`src/hw/rtl/hnca_pkg.sv`:
```
package hnca_pkg;

    localparam int NOTE_W = 9;
    localparam int KEY_W  = 7;
    localparam int VEL_W  = 7;

    localparam logic [1:0] FUNC_NOTE_ON  = 2'd0;
    localparam logic [1:0] FUNC_NOTE_OFF = 2'd1;
    localparam logic [1:0] FUNC_ALL_OFF  = 2'd2;
    localparam logic [1:0] FUNC_ASSIGN   = 2'd3;

    localparam logic [1:0] REG_INVERSION = 2'd0;
    localparam logic [1:0] REG_VOICING   = 2'd1;
    localparam logic [1:0] REG_MASK      = 2'd2;

    localparam logic [1:0] VOICING_OPEN = 2'd1;
    localparam logic [1:0] VOICING_WIDE = 2'd2;

    localparam logic [NOTE_W-1:0] OCTAVE = NOTE_W'(12);

    typedef struct packed {
        logic note_op;
        logic assign_init;
        logic rot_step;
        logic pal_step;
        logic scan_init;
        logic scan_step;
        logic scan_restart;
        logic emit;
        logic next_voice;
    } cmd_t;

    typedef struct packed {
        logic n_zero;
        logic rot_done;
        logic pal_last;
        logic scan_last;
        logic hit_any;
        logic pass2;
        logic out_taken;
        logic voice_last;
    } status_t;

endpackage

```
`src/hw/rtl/held_note_chord_voice_allocator.sv`:
```
// Note on, note off and all-off requests finish in the accept cycle.
// An assign request is accepted, then rotates the chord (up to 6 rotations), then
// builds MAX_HELD palette entries (skipped when nothing is held), then per voice
// scans the palette (no scan when nothing is held; a second pass once the palette
// is used up), emits the result and waits for out_ready; one voice at a time.
// Throughput: one request at a time; a new request is taken once all voices are sent.
// Reset: held count cleared, remembered notes 69/72/75/78..., config to 0, 1, 3.
module held_note_chord_voice_allocator #(
    parameter int MAX_HELD   = 8,
    parameter int NUM_VOICES = 4
) (
    input  logic                        clk,
    input  logic                        rst_n,
    // configuration writes
    input  logic                        cfg_write,
    input  logic [1:0]                  cfg_index,
    input  logic [3:0]                  cfg_data,
    // request channel
    input  logic                        in_valid,
    output logic                        in_ready,
    input  logic [1:0]                  func,
    input  logic [hnca_pkg::KEY_W-1:0]  note_number,
    input  logic [hnca_pkg::VEL_W-1:0]  note_velocity,
    // result channel, one item per voice on assign
    output logic                        out_valid,
    input  logic                        out_ready,
    output logic [1:0]                  voice_index,
    output logic [hnca_pkg::NOTE_W-1:0] assigned_note,
    output logic [hnca_pkg::VEL_W-1:0]  assigned_velocity,
    output logic                        voice_active,
    output logic                        last_of_run
);
    import hnca_pkg::*;

    cmd_t    cmd;
    status_t st;

    // Sequence the request: rotate, build palette, scan per voice, hold result.
    hnca_ctrl u_ctrl (
        .clk      (clk),
        .rst_n    (rst_n),
        .in_valid (in_valid),
        .func     (func),
        .st       (st),
        .in_ready (in_ready),
        .cmd      (cmd)
    );

    // Hold the note list, configuration, palette and the output register.
    hnca_dp #(
        .MAX_HELD   (MAX_HELD),
        .NUM_VOICES (NUM_VOICES)
    ) u_dp (
        .clk               (clk),
        .rst_n             (rst_n),
        .cmd               (cmd),
        .st                (st),
        .cfg_write         (cfg_write),
        .cfg_index         (cfg_index),
        .cfg_data          (cfg_data),
        .func              (func),
        .note_number       (note_number),
        .note_velocity     (note_velocity),
        .out_valid         (out_valid),
        .out_ready         (out_ready),
        .voice_index       (voice_index),
        .assigned_note     (assigned_note),
        .assigned_velocity (assigned_velocity),
        .voice_active      (voice_active),
        .last_of_run       (last_of_run)
    );

endmodule

```
`src/hw/rtl/hnca_ctrl.sv`:
```
module hnca_ctrl (
    input  logic             clk,
    input  logic             rst_n,
    input  logic             in_valid,
    input  logic [1:0]       func,
    input  hnca_pkg::status_t st,
    output logic             in_ready,
    output hnca_pkg::cmd_t   cmd
);
    import hnca_pkg::*;

    typedef enum logic [6:0] {
        S_IDLE  = 7'b0000001,
        S_ROT   = 7'b0000010,
        S_PAL   = 7'b0000100,
        S_SINIT = 7'b0001000,
        S_SCAN  = 7'b0010000,
        S_EMIT  = 7'b0100000,
        S_WAIT  = 7'b1000000
    } state_t;

    state_t state_reg, state_next;

    assign in_ready = (state_reg == S_IDLE);

    always_comb
    begin
        state_next = state_reg;
        cmd        = '0;
        case (state_reg)
            S_IDLE:
            begin
                if (in_valid)
                begin
                    if (func == FUNC_ASSIGN)
                    begin
                        cmd.assign_init = 1'b1;
                        state_next      = S_ROT;
                    end
                    else
                    begin
                        cmd.note_op = 1'b1;
                    end
                end
            end
            S_ROT:
            begin
                if (st.n_zero)
                    state_next = S_SINIT;
                else if (st.rot_done)
                    state_next = S_PAL;
                else
                    cmd.rot_step = 1'b1;
            end
            S_PAL:
            begin
                cmd.pal_step = 1'b1;
                if (st.pal_last)
                    state_next = S_SINIT;
            end
            S_SINIT:
            begin
                cmd.scan_init = 1'b1;
                state_next    = st.n_zero ? S_EMIT : S_SCAN;
            end
            S_SCAN:
            begin
                if (st.scan_last && !st.hit_any && !st.pass2)
                begin
                    cmd.scan_restart = 1'b1;
                end
                else
                begin
                    cmd.scan_step = 1'b1;
                    if (st.scan_last)
                        state_next = S_EMIT;
                end
            end
            S_EMIT:
            begin
                cmd.emit   = 1'b1;
                state_next = S_WAIT;
            end
            S_WAIT:
            begin
                if (st.out_taken)
                begin
                    if (st.voice_last)
                    begin
                        state_next = S_IDLE;
                    end
                    else
                    begin
                        cmd.next_voice = 1'b1;
                        state_next     = S_SINIT;
                    end
                end
            end
            default:
            begin
                state_next = S_IDLE;
            end
        endcase
    end

    always_ff @(posedge clk or negedge rst_n)
    begin
        if (!rst_n)
            state_reg <= S_IDLE;
        else
            state_reg <= state_next;
    end

endmodule

```
`src/hw/rtl/hnca_dp.sv`:
```
module hnca_dp #(
    parameter int MAX_HELD   = 8,
    parameter int NUM_VOICES = 4
) (
    input  logic                        clk,
    input  logic                        rst_n,
    input  hnca_pkg::cmd_t              cmd,
    output hnca_pkg::status_t           st,
    input  logic                        cfg_write,
    input  logic [1:0]                  cfg_index,
    input  logic [3:0]                  cfg_data,
    input  logic [1:0]                  func,
    input  logic [hnca_pkg::KEY_W-1:0]  note_number,
    input  logic [hnca_pkg::VEL_W-1:0]  note_velocity,
    output logic                        out_valid,
    input  logic                        out_ready,
    output logic [1:0]                  voice_index,
    output logic [hnca_pkg::NOTE_W-1:0] assigned_note,
    output logic [hnca_pkg::VEL_W-1:0]  assigned_velocity,
    output logic                        voice_active,
    output logic                        last_of_run
);
    import hnca_pkg::*;

    localparam int IDX_W = (MAX_HELD > 1) ? $clog2(MAX_HELD) : 1;
    localparam int CNT_W = $clog2(MAX_HELD + 1);
    localparam int OCT_W = IDX_W + 2;
    localparam int VW    = (NUM_VOICES > 4) ? 3 : 2;
    localparam int DW    = NOTE_W + 1;

    // configuration
    logic [2:0] inv_reg;
    logic [1:0] mode_reg;
    logic [3:0] mask_reg;

    // held list, kept ascending
    logic [KEY_W-1:0] held_reg [MAX_HELD];
    logic [VEL_W-1:0] hvel_reg [MAX_HELD];
    logic [CNT_W-1:0] count_reg;

    // assign working set
    logic [NOTE_W-1:0] chord_reg [MAX_HELD];
    logic [VEL_W-1:0]  cvel_reg  [MAX_HELD];
    logic [NOTE_W-1:0] pal_reg   [MAX_HELD];
    logic [VEL_W-1:0]  pvel_reg  [MAX_HELD];
    logic [MAX_HELD-1:0] claimed_reg;
    logic [NOTE_W-1:0] prev_reg  [NUM_VOICES];
    logic [CNT_W-1:0]  n_reg;
    logic [2:0]        rot_reg;
    logic [IDX_W-1:0]  p_reg;
    logic [IDX_W-1:0]  ci_reg;
    logic [OCT_W-1:0]  oct_reg;
    logic [VW-1:0]     v_reg;
    logic              pass2_reg;
    logic              found_reg;
    logic [DW-1:0]     bd_reg;
    logic [NOTE_W-1:0] best_note_reg;
    logic [VEL_W-1:0]  best_vel_reg;
    logic [IDX_W-1:0]  best_idx_reg;

    logic              out_valid_reg;
    logic [1:0]        out_voice_reg;
    logic [NOTE_W-1:0] out_note_reg;
    logic [VEL_W-1:0]  out_vel_reg;
    logic              out_act_reg;
    logic              out_last_reg;

    // note event decode
    logic [MAX_HELD-1:0] eq_vec, lt_vec, pre_eq;
    logic [CNT_W-1:0]    ins_pos;
    logic                is_dup, do_drop, do_add;

    always_comb
    begin
        ins_pos = '0;
        for (int i = 0; i < MAX_HELD; i++)
        begin
            eq_vec[i] = (CNT_W'(i) < count_reg) && (held_reg[i] == note_number);
            lt_vec[i] = (CNT_W'(i) < count_reg) && (held_reg[i] < note_number);
            ins_pos   = ins_pos + CNT_W'(lt_vec[i]);
        end
        pre_eq[0] = eq_vec[0];
        for (int i = 1; i < MAX_HELD; i++)
            pre_eq[i] = pre_eq[i-1] | eq_vec[i];
        is_dup  = |eq_vec;
        do_drop = cmd.note_op && is_dup &&
                  ((func == FUNC_NOTE_OFF) ||
                   ((func == FUNC_NOTE_ON) && (note_velocity == '0)));
        do_add  = cmd.note_op && (func == FUNC_NOTE_ON) && (note_velocity != '0) &&
                  !is_dup && (count_reg < CNT_W'(MAX_HELD));
    end

    // palette entry being built
    logic [OCT_W-1:0]  oct_eff;
    logic [NOTE_W-1:0] pal_note;
    logic              ci_wrap;

    always_comb
    begin
        oct_eff = oct_reg;
        if ((mode_reg == VOICING_OPEN) && (ci_reg != '0))
            oct_eff = oct_reg + OCT_W'(1);
        else if (mode_reg == VOICING_WIDE)
            oct_eff = oct_reg + OCT_W'(p_reg >> 1);
        pal_note = chord_reg[ci_reg] + NOTE_W'(OCTAVE * oct_eff);
        ci_wrap  = (CNT_W'(ci_reg) + CNT_W'(1)) == n_reg;
    end

    // scan of one palette entry
    logic [NOTE_W-1:0] prev_note;
    logic [NOTE_W-1:0] gap;
    logic              cand, better;
    logic [2:0]        v_ext;
    logic              act;

    always_comb
    begin
        prev_note = prev_reg[v_reg];
        gap       = (pal_reg[p_reg] > prev_note) ? pal_reg[p_reg] - prev_note
                                                 : prev_note - pal_reg[p_reg];
        cand      = pass2_reg || !claimed_reg[p_reg];
        better    = cand && ({1'b0, gap} < bd_reg);
        v_ext     = 3'(v_reg);
        act       = !v_ext[2] && mask_reg[v_ext[1:0]];
    end

    assign st.n_zero     = (n_reg == '0);
    assign st.rot_done   = (rot_reg == '0) || (n_reg <= CNT_W'(1));
    assign st.pal_last   = (p_reg == IDX_W'(MAX_HELD - 1));
    assign st.scan_last  = (p_reg == IDX_W'(MAX_HELD - 1));
    assign st.hit_any    = found_reg || (!pass2_reg && !claimed_reg[p_reg]);
    assign st.pass2      = pass2_reg;
    assign st.out_taken  = out_valid_reg && out_ready;
    assign st.voice_last = (v_reg == VW'(NUM_VOICES - 1));

    always_ff @(posedge clk or negedge rst_n)
    begin
        if (!rst_n)
        begin
            inv_reg       <= 3'd0;
            mode_reg      <= 2'd1;
            mask_reg      <= 4'd3;
            count_reg     <= '0;
            out_valid_reg <= 1'b0;
            for (int v = 0; v < NUM_VOICES; v++)
                prev_reg[v] <= NOTE_W'(69 + 3 * v);
        end
        else
        begin
            if (cfg_write)
            begin
                case (cfg_index)
                    REG_INVERSION: inv_reg  <= cfg_data[2:0];
                    REG_VOICING:   mode_reg <= cfg_data[1:0];
                    REG_MASK:      mask_reg <= cfg_data;
                    default:       ;
                endcase
            end

            if (cmd.note_op && (func == FUNC_ALL_OFF))
                count_reg <= '0;
            else if (do_drop)
                count_reg <= count_reg - CNT_W'(1);
            else if (do_add)
                count_reg <= count_reg + CNT_W'(1);

            if (cmd.emit)
                out_valid_reg <= 1'b1;
            else if (out_ready)
                out_valid_reg <= 1'b0;

            if (cmd.emit && !st.n_zero && act)
                prev_reg[v_reg] <= best_note_reg;
        end
    end

    // payload and working registers
    always_ff @(posedge clk)
    begin
        if (do_drop)
        begin
            for (int i = 0; i < MAX_HELD - 1; i++)
            begin
                if (pre_eq[i])
                begin
                    held_reg[i] <= held_reg[i+1];
                    hvel_reg[i] <= hvel_reg[i+1];
                end
            end
        end
        else if (do_add)
        begin
            for (int i = 0; i < MAX_HELD; i++)
            begin
                if (CNT_W'(i) == ins_pos)
                begin
                    held_reg[i] <= note_number;
                    hvel_reg[i] <= note_velocity;
                end
                else if ((i > 0) && (CNT_W'(i) > ins_pos))
                begin
                    held_reg[i] <= held_reg[(i > 0) ? i - 1 : 0];
                    hvel_reg[i] <= hvel_reg[(i > 0) ? i - 1 : 0];
                end
            end
        end

        if (cmd.assign_init)
        begin
            for (int i = 0; i < MAX_HELD; i++)
            begin
                chord_reg[i] <= NOTE_W'(held_reg[i]);
                cvel_reg[i]  <= hvel_reg[i];
            end
            n_reg       <= count_reg;
            rot_reg     <= (inv_reg == 3'd0) ? 3'd0 : inv_reg - 3'd1;
            p_reg       <= '0;
            ci_reg      <= '0;
            oct_reg     <= '0;
            v_reg       <= '0;
            claimed_reg <= '0;
        end

        // rotate: lowest note goes to the top, one octave up
        if (cmd.rot_step)
        begin
            for (int j = 0; j < MAX_HELD; j++)
            begin
                if (CNT_W'(j) + CNT_W'(1) == n_reg)
                begin
                    chord_reg[j] <= chord_reg[0] + OCTAVE;
                    cvel_reg[j]  <= cvel_reg[0];
                end
                else if ((j < MAX_HELD - 1) && (CNT_W'(j) + CNT_W'(1) < n_reg))
                begin
                    chord_reg[j] <= chord_reg[(j < MAX_HELD - 1) ? j + 1 : j];
                    cvel_reg[j]  <= cvel_reg[(j < MAX_HELD - 1) ? j + 1 : j];
                end
            end
            rot_reg <= rot_reg - 3'd1;
        end

        if (cmd.pal_step)
        begin
            pal_reg[p_reg]  <= pal_note;
            pvel_reg[p_reg] <= cvel_reg[ci_reg];
            p_reg           <= p_reg + IDX_W'(1);
            if (ci_wrap)
            begin
                ci_reg  <= '0;
                oct_reg <= oct_reg + OCT_W'(1);
            end
            else
            begin
                ci_reg <= ci_reg + IDX_W'(1);
            end
        end

        if (cmd.scan_init)
        begin
            p_reg         <= '0;
            pass2_reg     <= 1'b0;
            found_reg     <= 1'b0;
            bd_reg        <= '1;
            best_note_reg <= '0;
            best_vel_reg  <= '0;
            best_idx_reg  <= '0;
        end

        if (cmd.scan_step)
        begin
            if (better)
            begin
                bd_reg        <= {1'b0, gap};
                best_note_reg <= pal_reg[p_reg];
                best_vel_reg  <= pvel_reg[p_reg];
                best_idx_reg  <= p_reg;
            end
            if (cand && !pass2_reg)
                found_reg <= 1'b1;
            p_reg <= p_reg + IDX_W'(1);
        end

        if (cmd.scan_restart)
        begin
            pass2_reg <= 1'b1;
            p_reg     <= '0;
            bd_reg    <= '1;
        end

        if (cmd.emit)
        begin
            out_voice_reg <= v_ext[1:0];
            out_note_reg  <= st.n_zero ? '0 : best_note_reg;
            out_vel_reg   <= st.n_zero ? '0 : best_vel_reg;
            out_act_reg   <= !st.n_zero && act;
            out_last_reg  <= st.voice_last;
            if (!st.n_zero && found_reg && !pass2_reg)
                claimed_reg[best_idx_reg] <= 1'b1;
        end

        if (cmd.next_voice)
            v_reg <= v_reg + VW'(1);
    end

    assign out_valid         = out_valid_reg;
    assign voice_index       = out_voice_reg;
    assign assigned_note     = out_note_reg;
    assign assigned_velocity = out_vel_reg;
    assign voice_active      = out_act_reg;
    assign last_of_run       = out_last_reg;

endmodule
```
`config.mk`:
```
export PLATFORM = sky130hd
export DESIGN_NAME = held_note_chord_voice_allocator
export DESIGN_NICKNAME = d
export VERILOG_FILES = /design/src/hw/rtl/hnca_pkg.sv /design/src/hw/rtl/held_note_chord_voice_allocator.sv /design/src/hw/rtl/hnca_ctrl.sv /design/src/hw/rtl/hnca_dp.sv
export SDC_FILE = /design/constraint.sdc
export NUM_CORES = 1
export LEC_CHECK = 0
export BUFFER_PORTS_ARGS = -buffer_cell sky130_fd_sc_hd__buf_2
export CAP_MARGIN = 15
export CORE_MARGIN = 2
export CORE_UTILIZATION = 25
export DETAILED_ROUTE_END_ITERATION = 8
export GPL_TIMING_DRIVEN = 0
export PLACE_DENSITY = 0.48
export SETUP_SLACK_MARGIN = 0.15
export SYNTH_ARGS = -nofsm -noshare
export SYNTH_HDL_FRONTEND = slang
export SYNTH_SLANG_ARGS = --single-unit
```
`constraint.sdc`:
```
create_clock -name clk -period 6.6 [get_ports clk]
set_clock_uncertainty 0.15 [all_clocks]
set_input_delay 1.32 -clock clk [delete_from_list [all_inputs] [get_ports clk]]
set_output_delay 1.32 -clock clk [all_outputs]
set_load 0.05 [all_outputs]
```
# Yosys cells after proc, flatten, opt, wreduce, memory -nomap -nowiden
# Memories as Yosys holds them, arrays and structs flattened. A register that Yosys moved wholly into a read port is not among the register bits.
# Cells that the tools add are included.
# classes
magnitude_cmp	40
addsub	21
n_eq_ne	47
bitwise	66
reduce_logical	67
n_mul	1
muxes	287
# op_table
op	count
7-bit 2-to-1 mux	54
9-bit 2-to-1 mux	22
1-bit 2-to-1 mux	165
1-bit bitwise OR	64
7-bit == test	8
7-bit < comparator	8
3-bit 2-to-1 mux	18
7-bit case mux with 7 select lines	1
1-bit logical AND	38
36-bit bitwise mux	1
3-bit by 4-bit == test with 1-bit output, first input constant	8
3-bit by 4-bit < comparator with 1-bit output, first input constant	8
10-bit 2-to-1 mux	3
5-bit 2-to-1 mux	5
4-bit by 1-bit adder with 4-bit output	6
8-bit 2-to-1 mux	3
9-bit binary-select mux with 2-bit select	1
9-bit demux with 2-bit select	1
9-bit subtractor	2
2-bit by 4-bit == test with 1-bit output, first input constant	4
3-bit by 4-bit > comparator with 1-bit output, first input constant	4
2-bit by 4-bit < comparator with 1-bit output, first input constant	4
4-bit 2-to-1 mux	4
1-bit by 4-bit < comparator with 1-bit output, first input constant	3
other kinds (59)	94
# totals
wordCells	563
input_bits	27
memories	6
mem_bits_rw	368
out_inout_bits	22
regBits	136
# memory_table
name	words	width	rd	rd_clocked_by_memory_dff	wr	line	text
u_dp.chord_reg	8	9	9	1	8	hnca_dp.sv:42	logic [NOTE_W-1:0] chord_reg [MAX_HELD];
u_dp.pal_reg	8	9	1	1	1	hnca_dp.sv:44	logic [NOTE_W-1:0] pal_reg [MAX_HELD];
u_dp.cvel_reg	8	7	9	1	8	hnca_dp.sv:43	logic [VEL_W-1:0] cvel_reg [MAX_HELD];
u_dp.held_reg	8	7	8	0	8	hnca_dp.sv:37	logic [KEY_W-1:0] held_reg [MAX_HELD];
u_dp.hvel_reg	8	7	8	0	8	hnca_dp.sv:38	logic [VEL_W-1:0] hvel_reg [MAX_HELD];
u_dp.pvel_reg	8	7	1	1	1	hnca_dp.sv:45	logic [VEL_W-1:0] pvel_reg [MAX_HELD];

# Depth between registers and ports, before layout
# Gate-level depths: netlist (run 1).
# An unclocked memory read counts as a cell.
# logic_depth
depth_word	17
mapped_depth	26
ltp_nobuf	24

# Modules after synthesis
# From an unflattened synthesis (run 1), not the netlist that was laid out.
# hier_totals
cells_unflattened	2256
area_unflattened_um2	27024.7
# by_module_without_submodules
mod	area_each_um2	cells_per_inst	n_inst	seq_area_each_um2
hnca_dp	26439.1	2186	1	14343.8
hnca_ctrl	585.6	70	1	176.4

# Worst setup path after synthesis (run 1)
# Ideal clock, no wire load.
# synth_path
kind	input port to flip-flop
from	input note_number[1] (netlist bit)
to	memory u_dp.held_reg[5][0], in the netlist u_dp.held_reg[0][35], enable pin
path_stages	22
setup_slack_ns	-0.364
n_path_buf	3
setup_ns	0.404
t_arrival_ns	6.409
required_time_ns	6.046
cell_sequence	inv_1 -> ha_1 -> nor2b_1 -> o21ai_0 -> nand2b_1 -> a21oi_1 -> nor2b_1 -> o21ai_0 -> nand2b_1 -> a221oi_1 -> ha_1 -> inv_1 -> fa_1 -> fa_1 -> fa_1 -> inv_1 -> fa_1 -> clkbuf_1 -> o41a_1 -> buf_2 -> buf_2 -> o21ai_0
# synth_lines
item	line	text
from (decl)	held_note_chord_voice_allocator.sv:22	input logic [hnca_pkg::KEY_W-1:0] note_number,
to (decl)	hnca_dp.sv:37	

==> out/qor.yml, run 1 <==
power_frac_clock_pct: 30.2
wl_um: 85700
timing.setup.tns_ps: 0
p_int_mw: 6.98
postRouteAntennaNets: 0
avgSynthCellArea_um2: 11.9
die_height_um: 329
finalCriticalPeriod_ps: 6270
nFillCells: 10833
synth_seq_cells: 510
p_switching_mw: 3.49
mostFrequentLayoutCell: "edfxtp_1"
synth_top_area_cell: "edfxtp_1"
drc: 0
setup_violations: 0
hold_class: "reg2reg"
fmax_mhz: 160
numPortBuffers: 41
initial_core_util_pct: 25.2
cts_tree: "built"
clock_latency_ps: 630
ios: 49
drt_iter0_drc: 1816
synth_top_cells_by_area: "edfxtp_1 45%, mux4_2 6.5%, ha_1 5.5%"
p_per_area_mw_per_mm2: 339
slew_headroom_pct: 27.0
static-leakage-power_nw: 11.5
async_flop_share_pct: 11.2
yosysUniqueCellTypes: 79
cap_violations: 0
synth_nets: 2384
hold_buffers: 0
die_x_um: 329
fin_nets: 2515
critPathLaunchType: "primary input"
ys.flop_type: "edfxtp_1"
critPathCaptureType: "flop"
cts.clk_slew.worst_paths_ps: 60
combPwrFrac_pct: 28.8
cts_max_level: 2
drt_pre_antenna_iters: 6
clock_sinks: 510
status: "complete, no violations"
layout-drive-gt1-share_pct: 16.8
area_delta_synth_final_pct: 16.6
routed_via_density: 4.95
rsz0062_at_grt: "no"
dp_hpwl_um: 65300
core-area_mm2: 0.105
synth_edf_count: 400
hold_viol: 0
final_max_slew_viol_count: 0
yosysSeqAreaShare_pct: 54.9
vias: 18827
gp_congestion: 0.895
clockBufferDepth: 3
wl_per_cell_um: 22.5
row_count: 119
cp.arrival_ps: 6590
synthCells: 2232
root_buffer: "clkbuf_16"
fin_crit_sh_pct: 95.0
crit_required_ps: 6920
path_max_fanout: 10
yosysWarnings: 0
die_area_mm2: 0.108
grt_pass1_wl_um: 125000
grt_overflow: 0
cts_made_buffers: 57
finalPower_mw: 10.5
crit_type: "in2reg"
p_seq_share_pct: 41.0
grt_max_degree: 37
gr-usage-all-layers_pct: 15.5
synth.top_cell.area_share_pct: 45.4
tightestPinTransition_ps: 1100
antenna_found_initial: 1
netSwitchingFraction_pct: 33.3
final_cell_mix: "400 x edfxtp_1, 303 x nand2_1, 149 x o21ai_0"
syn_area_mm2: 0.0265
peakVddDrop_mv: 0.182
first_global_vias: 18941
==> per-layer routing <==
| layer | part of all wire (%) | GRT usage (%) | routed length (um) |
|---|---|---|---|
| met5 | 0.014 | 0 | 12 |
| met1 | 43 | 20.4 | 36700 |
| met2 | 48 | 26.3 | 41000 |
| met4 | 2.6 | 4.16 | 2200 |
| met3 | 6.7 | 2.78 | 5700 |
==> worst max-delay path, cell delays in order <==
cell and delay [ps]:
buf_8 130, clkinvlp_4 200, buf_6 170, ha_1 300, nor2b_1 130, o21a_1 160
o21ai_1 110, nand2b_1 60, a21oi_1 140, nor2b_1 60, o21ai_1 110, and3b_1 180
ha_1 240, inv_2 80, fa_1 410, fa_1 480, fa_2 400, inv_1 90
fa_2 480, buf_6 170, nor4_2 590, buf_2 350, nand2_1 90, nand3_1 120
==> power groups by stage <==
| stage | Combinational [mW] | Clock [mW] | Sequential (mW) |
|---|---|---|---|
| after floorplan | 2.08 | 0 | 4.20 |
| after global routing | 3.30 | 3.36 | 4.32 |
| after detailed placement | 2.94 | 0 | 4.36 |
| after global placement | 2.85 | 0 | 4.35 |
| final | 3.01 | 3.16 | 4.30 |
| after CTS | 2.98 | 3.23 | 4.29 |
==> final timing paths <==
| check | startpoint | endpoint | slack [ps] | cells after the start |
|---|---|---|---|---|
| worst max-delay path | note_number[1] | u_dp.hvel_reg[1][9]$_DFFE_PP_ | 330 | 24 |
| worst min-delay path | u_dp.best_vel_reg[0]$_DFF_P_ | u_dp.best_vel_reg[0]$_DFF_P_ | 310 | 2 |
| worst max register to register | flop | u_dp.bd_reg[2]$_SDFF_PP1_ | 620 | 20 |
| worst min register to register | u_dp.best_vel_reg[0]$_DFF_P_ | u_dp.best_vel_reg[0]$_DFF_P_ | 310 | 2 |
| max in group asynchronous | rst_n | u_dp.mask_reg[0]$_DFFE_PN1P_ | 5110 | 2 |
| min in group asynchronous | rst_n | u_dp.prev_reg[13]$_DFFE_PN0P_ | 510 | 1 |
==> final cells by class <==
| class | count | area, um2 | area share (%) |
|---|---|---|---|
| well taps | 1391 | 1740 | 5.64 |
| clock inverters | 32 | 289 | 0.937 |
| diodes | 1 | 2.50 | 0.00811 |
| clock buffers | 75 | 1550 | 5.01 |
| plain buffers | 134 | 612 | 1.98 |
| inverters | 100 | 383 | 1.24 |
| repair buffers | 70 | 519 | 1.68 |
| flip-flops and latches | 510 | 14500 | 47.1 |
| multi-input cells | 1490 | 11200 | 36.4 |
==> kinds of logic after synthesis <==
logic type / count (synthesis) / share of synthesized area, %
buffers and inverters: 234 / 3.50
AOI/OAI and AO/OA: 437 / 9.81
DFF: 510 / 54.9
and+or+nand+nor: 648 / 11.3
xor gates and xnor gates: 33 / 1.09
adders and majority gates: 125 / 6.17
muxes: 245 / 13.3
==> Yosys cell counts, drive strengths merged (14+ instances only) <==
library cell  number
o22ai             32
mux4              76
clkbuf           101
nor2             137
dfstp             17
a21oi            104
mux2              85
nand2            304
buf               33
xnor2             19
dfrtp             40
nor2b             43
dfxtp             53
a22oi             16
a21o              16
a31oi             32
xor2              14
ha               116
nand3             50
nand4             14
nand2b            17
edfxtp           400
mux2i             84
nor3              22
o21ai            168
inv              100
==> through the flow <==
| stage | utilization [%] | worst slack, ps | cells | area, um2 | hold WS, ps |
|---|---|---|---|---|---|
| floorplan | - | 168 | 2232 | 26500 | 270 |
| global placement | 27.1 | -1090 | 3664 | 28500 | 289 |
| detailed placement | 27.3 | -1160 | 3683 | 28700 | 299 |
| CTS | 29.2 | 156 | 3796 | 30700 | 314 |
| global route | 29.3 | 154 | 3802 | 30800 | 330 |
| finish | 29.3 | 333 | 3803 | 30800 | 311 |
==> timing repair <==
item / CTS / global route
setup buffers: 5 / 4
cloned: 1 / 2
gates resized for setup: 26 / 43
pin swaps: 1 / 3
setup endpoints to repair: 225 / 225
(Power assumes the default switching activity.)
==> inputs of run 2 (changes only) <==
- ABC_AREA: unset -> 1
==> run 2 against run 1 <==
Clock power about the same. Final cell count up 27%. Design area up 4.1%. Non-clock buffer count up 12. Global-route usage up 1.9 points.
==> out/qor.yml, run 2 <==
status: "complete, no violations"
fin_nets: 3466  # +38%
syn_area_mm2: 0.0279  # +5.3%
synth_top_area_cell: "edfxtp_1"
numPortBuffers: 48  # +17%
worstHoldStart: "u_dp.claimed_reg[2]$_DFF_P_"
grt_pass1_wl_um: 148000  # +18%
async_flop_share_pct: 11.2  # unchanged
crit_type: "in2reg"
hold_viol: 0  # unchanged
fmax_mhz: 162  # +1.4%
gr-usage-all-layers_pct: 17.5  # +1.9 points
cp.arrival_ps: 6330  # -260 ps
grt_overflow: 0  # unchanged
fin_util_pct: 29.1  # -0.28 points
cts_max_level: 2  # unchanged
ys.flop_type: "edfxtp_1"
finalCriticalPeriod_ps: 6180  # -86.1 ps
row_count: 122  # +2.5%
min_to: "u_dp.claimed_reg[2]$_DFF_P_"
path_max_fanout: 14  # +4
cts_tree: "built"
ios: 49  # unchanged
drt_pre_antenna_iters: 6  # unchanged
timing.setup.tns_ps: 0  # unchanged
first_global_vias: 22451  # +19%
final_max_slew_viol_count: 0  # unchanged
vias: 23446  # +25%
synth_edf_count: 400  # unchanged
postRouteAntennaNets: 0  # unchanged
antenna_found_initial: 7  # +6
clock_latency_ps: 630  # about the same
drc: 0  # unchanged
slew_headroom_pct: 17.6  # -9.4 points
hold_buffers: 0  # unchanged
synthTopCellsByCount: "787 x nand2_1, 400 x edfxtp_1, 342 x o21ai_0"
hold_class: "reg2reg"
dp_hpwl_um: 77700  # +19%
setup_violations: 0  # unchanged
p_per_area_mw_per_mm2: 393  # +16%
final_cell_mix: "784 x nand2_1, 400 x edfxtp_1, 335 x o21ai_0"
tightestPinTransition_ps: 1220  # +129 ps
post-place-ws_ps: -1200  # -35.7 ps
yosysMostFrequentCell: "nand2_1"
area_delta_synth_final_pct: 15.3
yosysSeqAreaShare_pct: 52.1  # -2.7 points
wl_um: 101000  # +18%
rsz0062_at_grt: "no"
peakVddDrop_mv: 0.255  # +40%
root_buffer: "clkbuf_16"
min_path_cells: 2  # unchanged
stdcell_area_mm2: 0.0321  # +4.1%
yosysWarnings: 0  # unchanged
static-leakage-power_nw: 13.0  # +13%
whs_ps: 313  # +1.47 ps
final_cells: 4847  # +27%
die_x_um: 338  # +2.6%
reg2reg_to: "u_dp.bd_reg[0]$_SDFF_PP1_"
critPathLaunchType: "primary input"
antenna_cells: 0  # -1
rr_worst_depth: 27  # +35%
clockBufferDepth: 3  # unchanged
crit_required_ps: 6750  # -170 ps
core-area_mm2: 0.111  # +5.1%
routed_via_density: 4.84  # -2.3%
synth_nets: 3335  # +40%
clock_sinks: 510  # unchanged
dp_cells: 4732  # +28%
die_height_um: 338  # +2.6%
gp_congestion: 0.957  # +6.9%
synthCells: 3183  # +43%
drt_iter0_drc: 2249  # +24%
finalPower_mw: 12.6  # +21%
wl_per_cell_um: 20.8  # -7.7%
critPathCaptureType: "flop"
avgSynthCellArea_um2: 8.75  # -26%
layout-drive-gt1-share_pct: 8.60  # -8.2 points
initial_core_util_pct: 25.2  # +0.029 points
place_area_mm2: 0.0302  # +5.0%
synth.top_cell.area_share_pct: 43.1  # -2.3 points
cts_made_buffers: 57  # unchanged
cts.clk_slew.worst_paths_ps: 60  # about the same
cap_violations: 0  # unchanged
mostFrequentLayoutCell: "nand2_1"
grt_max_degree: 58  # +57%
synth_top_cells_by_area: "edfxtp_1 43%, nand2_1 11%, o21ai_0 6.1%"
r2r_setup_slack_ps: 780  # +160 ps
worst_slack_ps: 419  # +86.1 ps
fin_crit_sh_pct: 93.6  # -1.3 points
synth_seq_cells: 510  # unchanged
yosysUniqueCellTypes: 56  # -29%
die_area_mm2: 0.114  # +5.2%
[run 2: cell count changes in the layout (fill, tap and decap cells not counted), moves of 26 or more]
cell      change
nand2_1     +481
inv_1       +233
o21ai_0     +186
nand3_1     +170
nor2_1      +102
mux2i_1      -81
mux4_2       -76
mux2_2       -75
a21oi_1      +70
nor2b_1      -42
o211ai_1     +26
[run 2: report_power, final]
group          total (mW)  internal, mW  switching, mW
logic                4.96          1.40           3.55
clock network        3.18          1.81           1.37
registers            4.48          4.19          0.295
[run 2: worst max path at each step]
stage              startpoint  slack, ps                             end
2_1_floorplan  note_number[2]        160  u_dp.held_reg[0][21]$_DFFE_PP_
3_3_place_gp   note_number[2]      -1350  u_dp.hvel_reg[0][24]$_DFFE_PP_
3_5_place_dp   note_number[2]      -1200  u_dp.held_reg[0][43]$_DFFE_PP_
4_1_cts        note_number[2]        200  u_dp.hvel_reg[1][15]$_DFFE_PP_
5_1_grt        note_number[2]        150   u_dp.hvel_reg[0][8]$_DFFE_PP_
6_report       note_number[2]        420  u_dp.hvel_reg[1][12]$_DFFE_PP_
[run 2: timing repair]
action,4_1_cts,5_1_grt
gates resized for setup,17,22
setup endpoints to repair,197,209
setup buffers,9,1
pin swaps,0,1
[run 2: layout make-up]
cell class | count | area [um2]
flip-flops and latches | 510 | 14500
plain buffers | 144 | 664
multi-input cells | 2181 | 11500
inverters | 348 | 1330
clock buffers | 74 | 1520
fillers | 11896 | 78400
repair buffers | 72 | 499
well taps | 1488 | 1860
clock inverters | 30 | 277
[run 2: kinds of logic after synthesis]
group,count (synthesis),synth area share (%)
AND/OR/NAND/NOR,1343,20.4
AO/OA/AOI/OAI,678,13.5
flip-flops,510,52.1
buffers and inverters,492,7.04
adder cells (fa/ha/maj),125,5.86
XOR/XNOR,34,1.07
multiplexers,1,0.0404
[run 2: per-layer routing]
layer  up-vias  GRT usage (%)  routed length (um)
met2       765           28.5               46600
met3       175           2.31                5960
met4         0           6.03                3710
li1      11088              -                   -
met5         -              0                   0
met1     11418           23.7               44500
[run 2: critical path: stages]
cell        delay (ps)
clkbuf_4           210
clkinvlp_4         150
ha_1               320
a21oi_1            130
o21ai_0            100
a21oi_1            160
o21ai_1            110
a211oi_2           240
ha_1               260
inv_1              100
fa_1               440
fa_1               520
fa_1               420
inv_1               90
fa_1               510
clkinv_2           190
o21ai_0            110
inv_1              280
nand2_2            180
buf_2              240
nand2_4            230
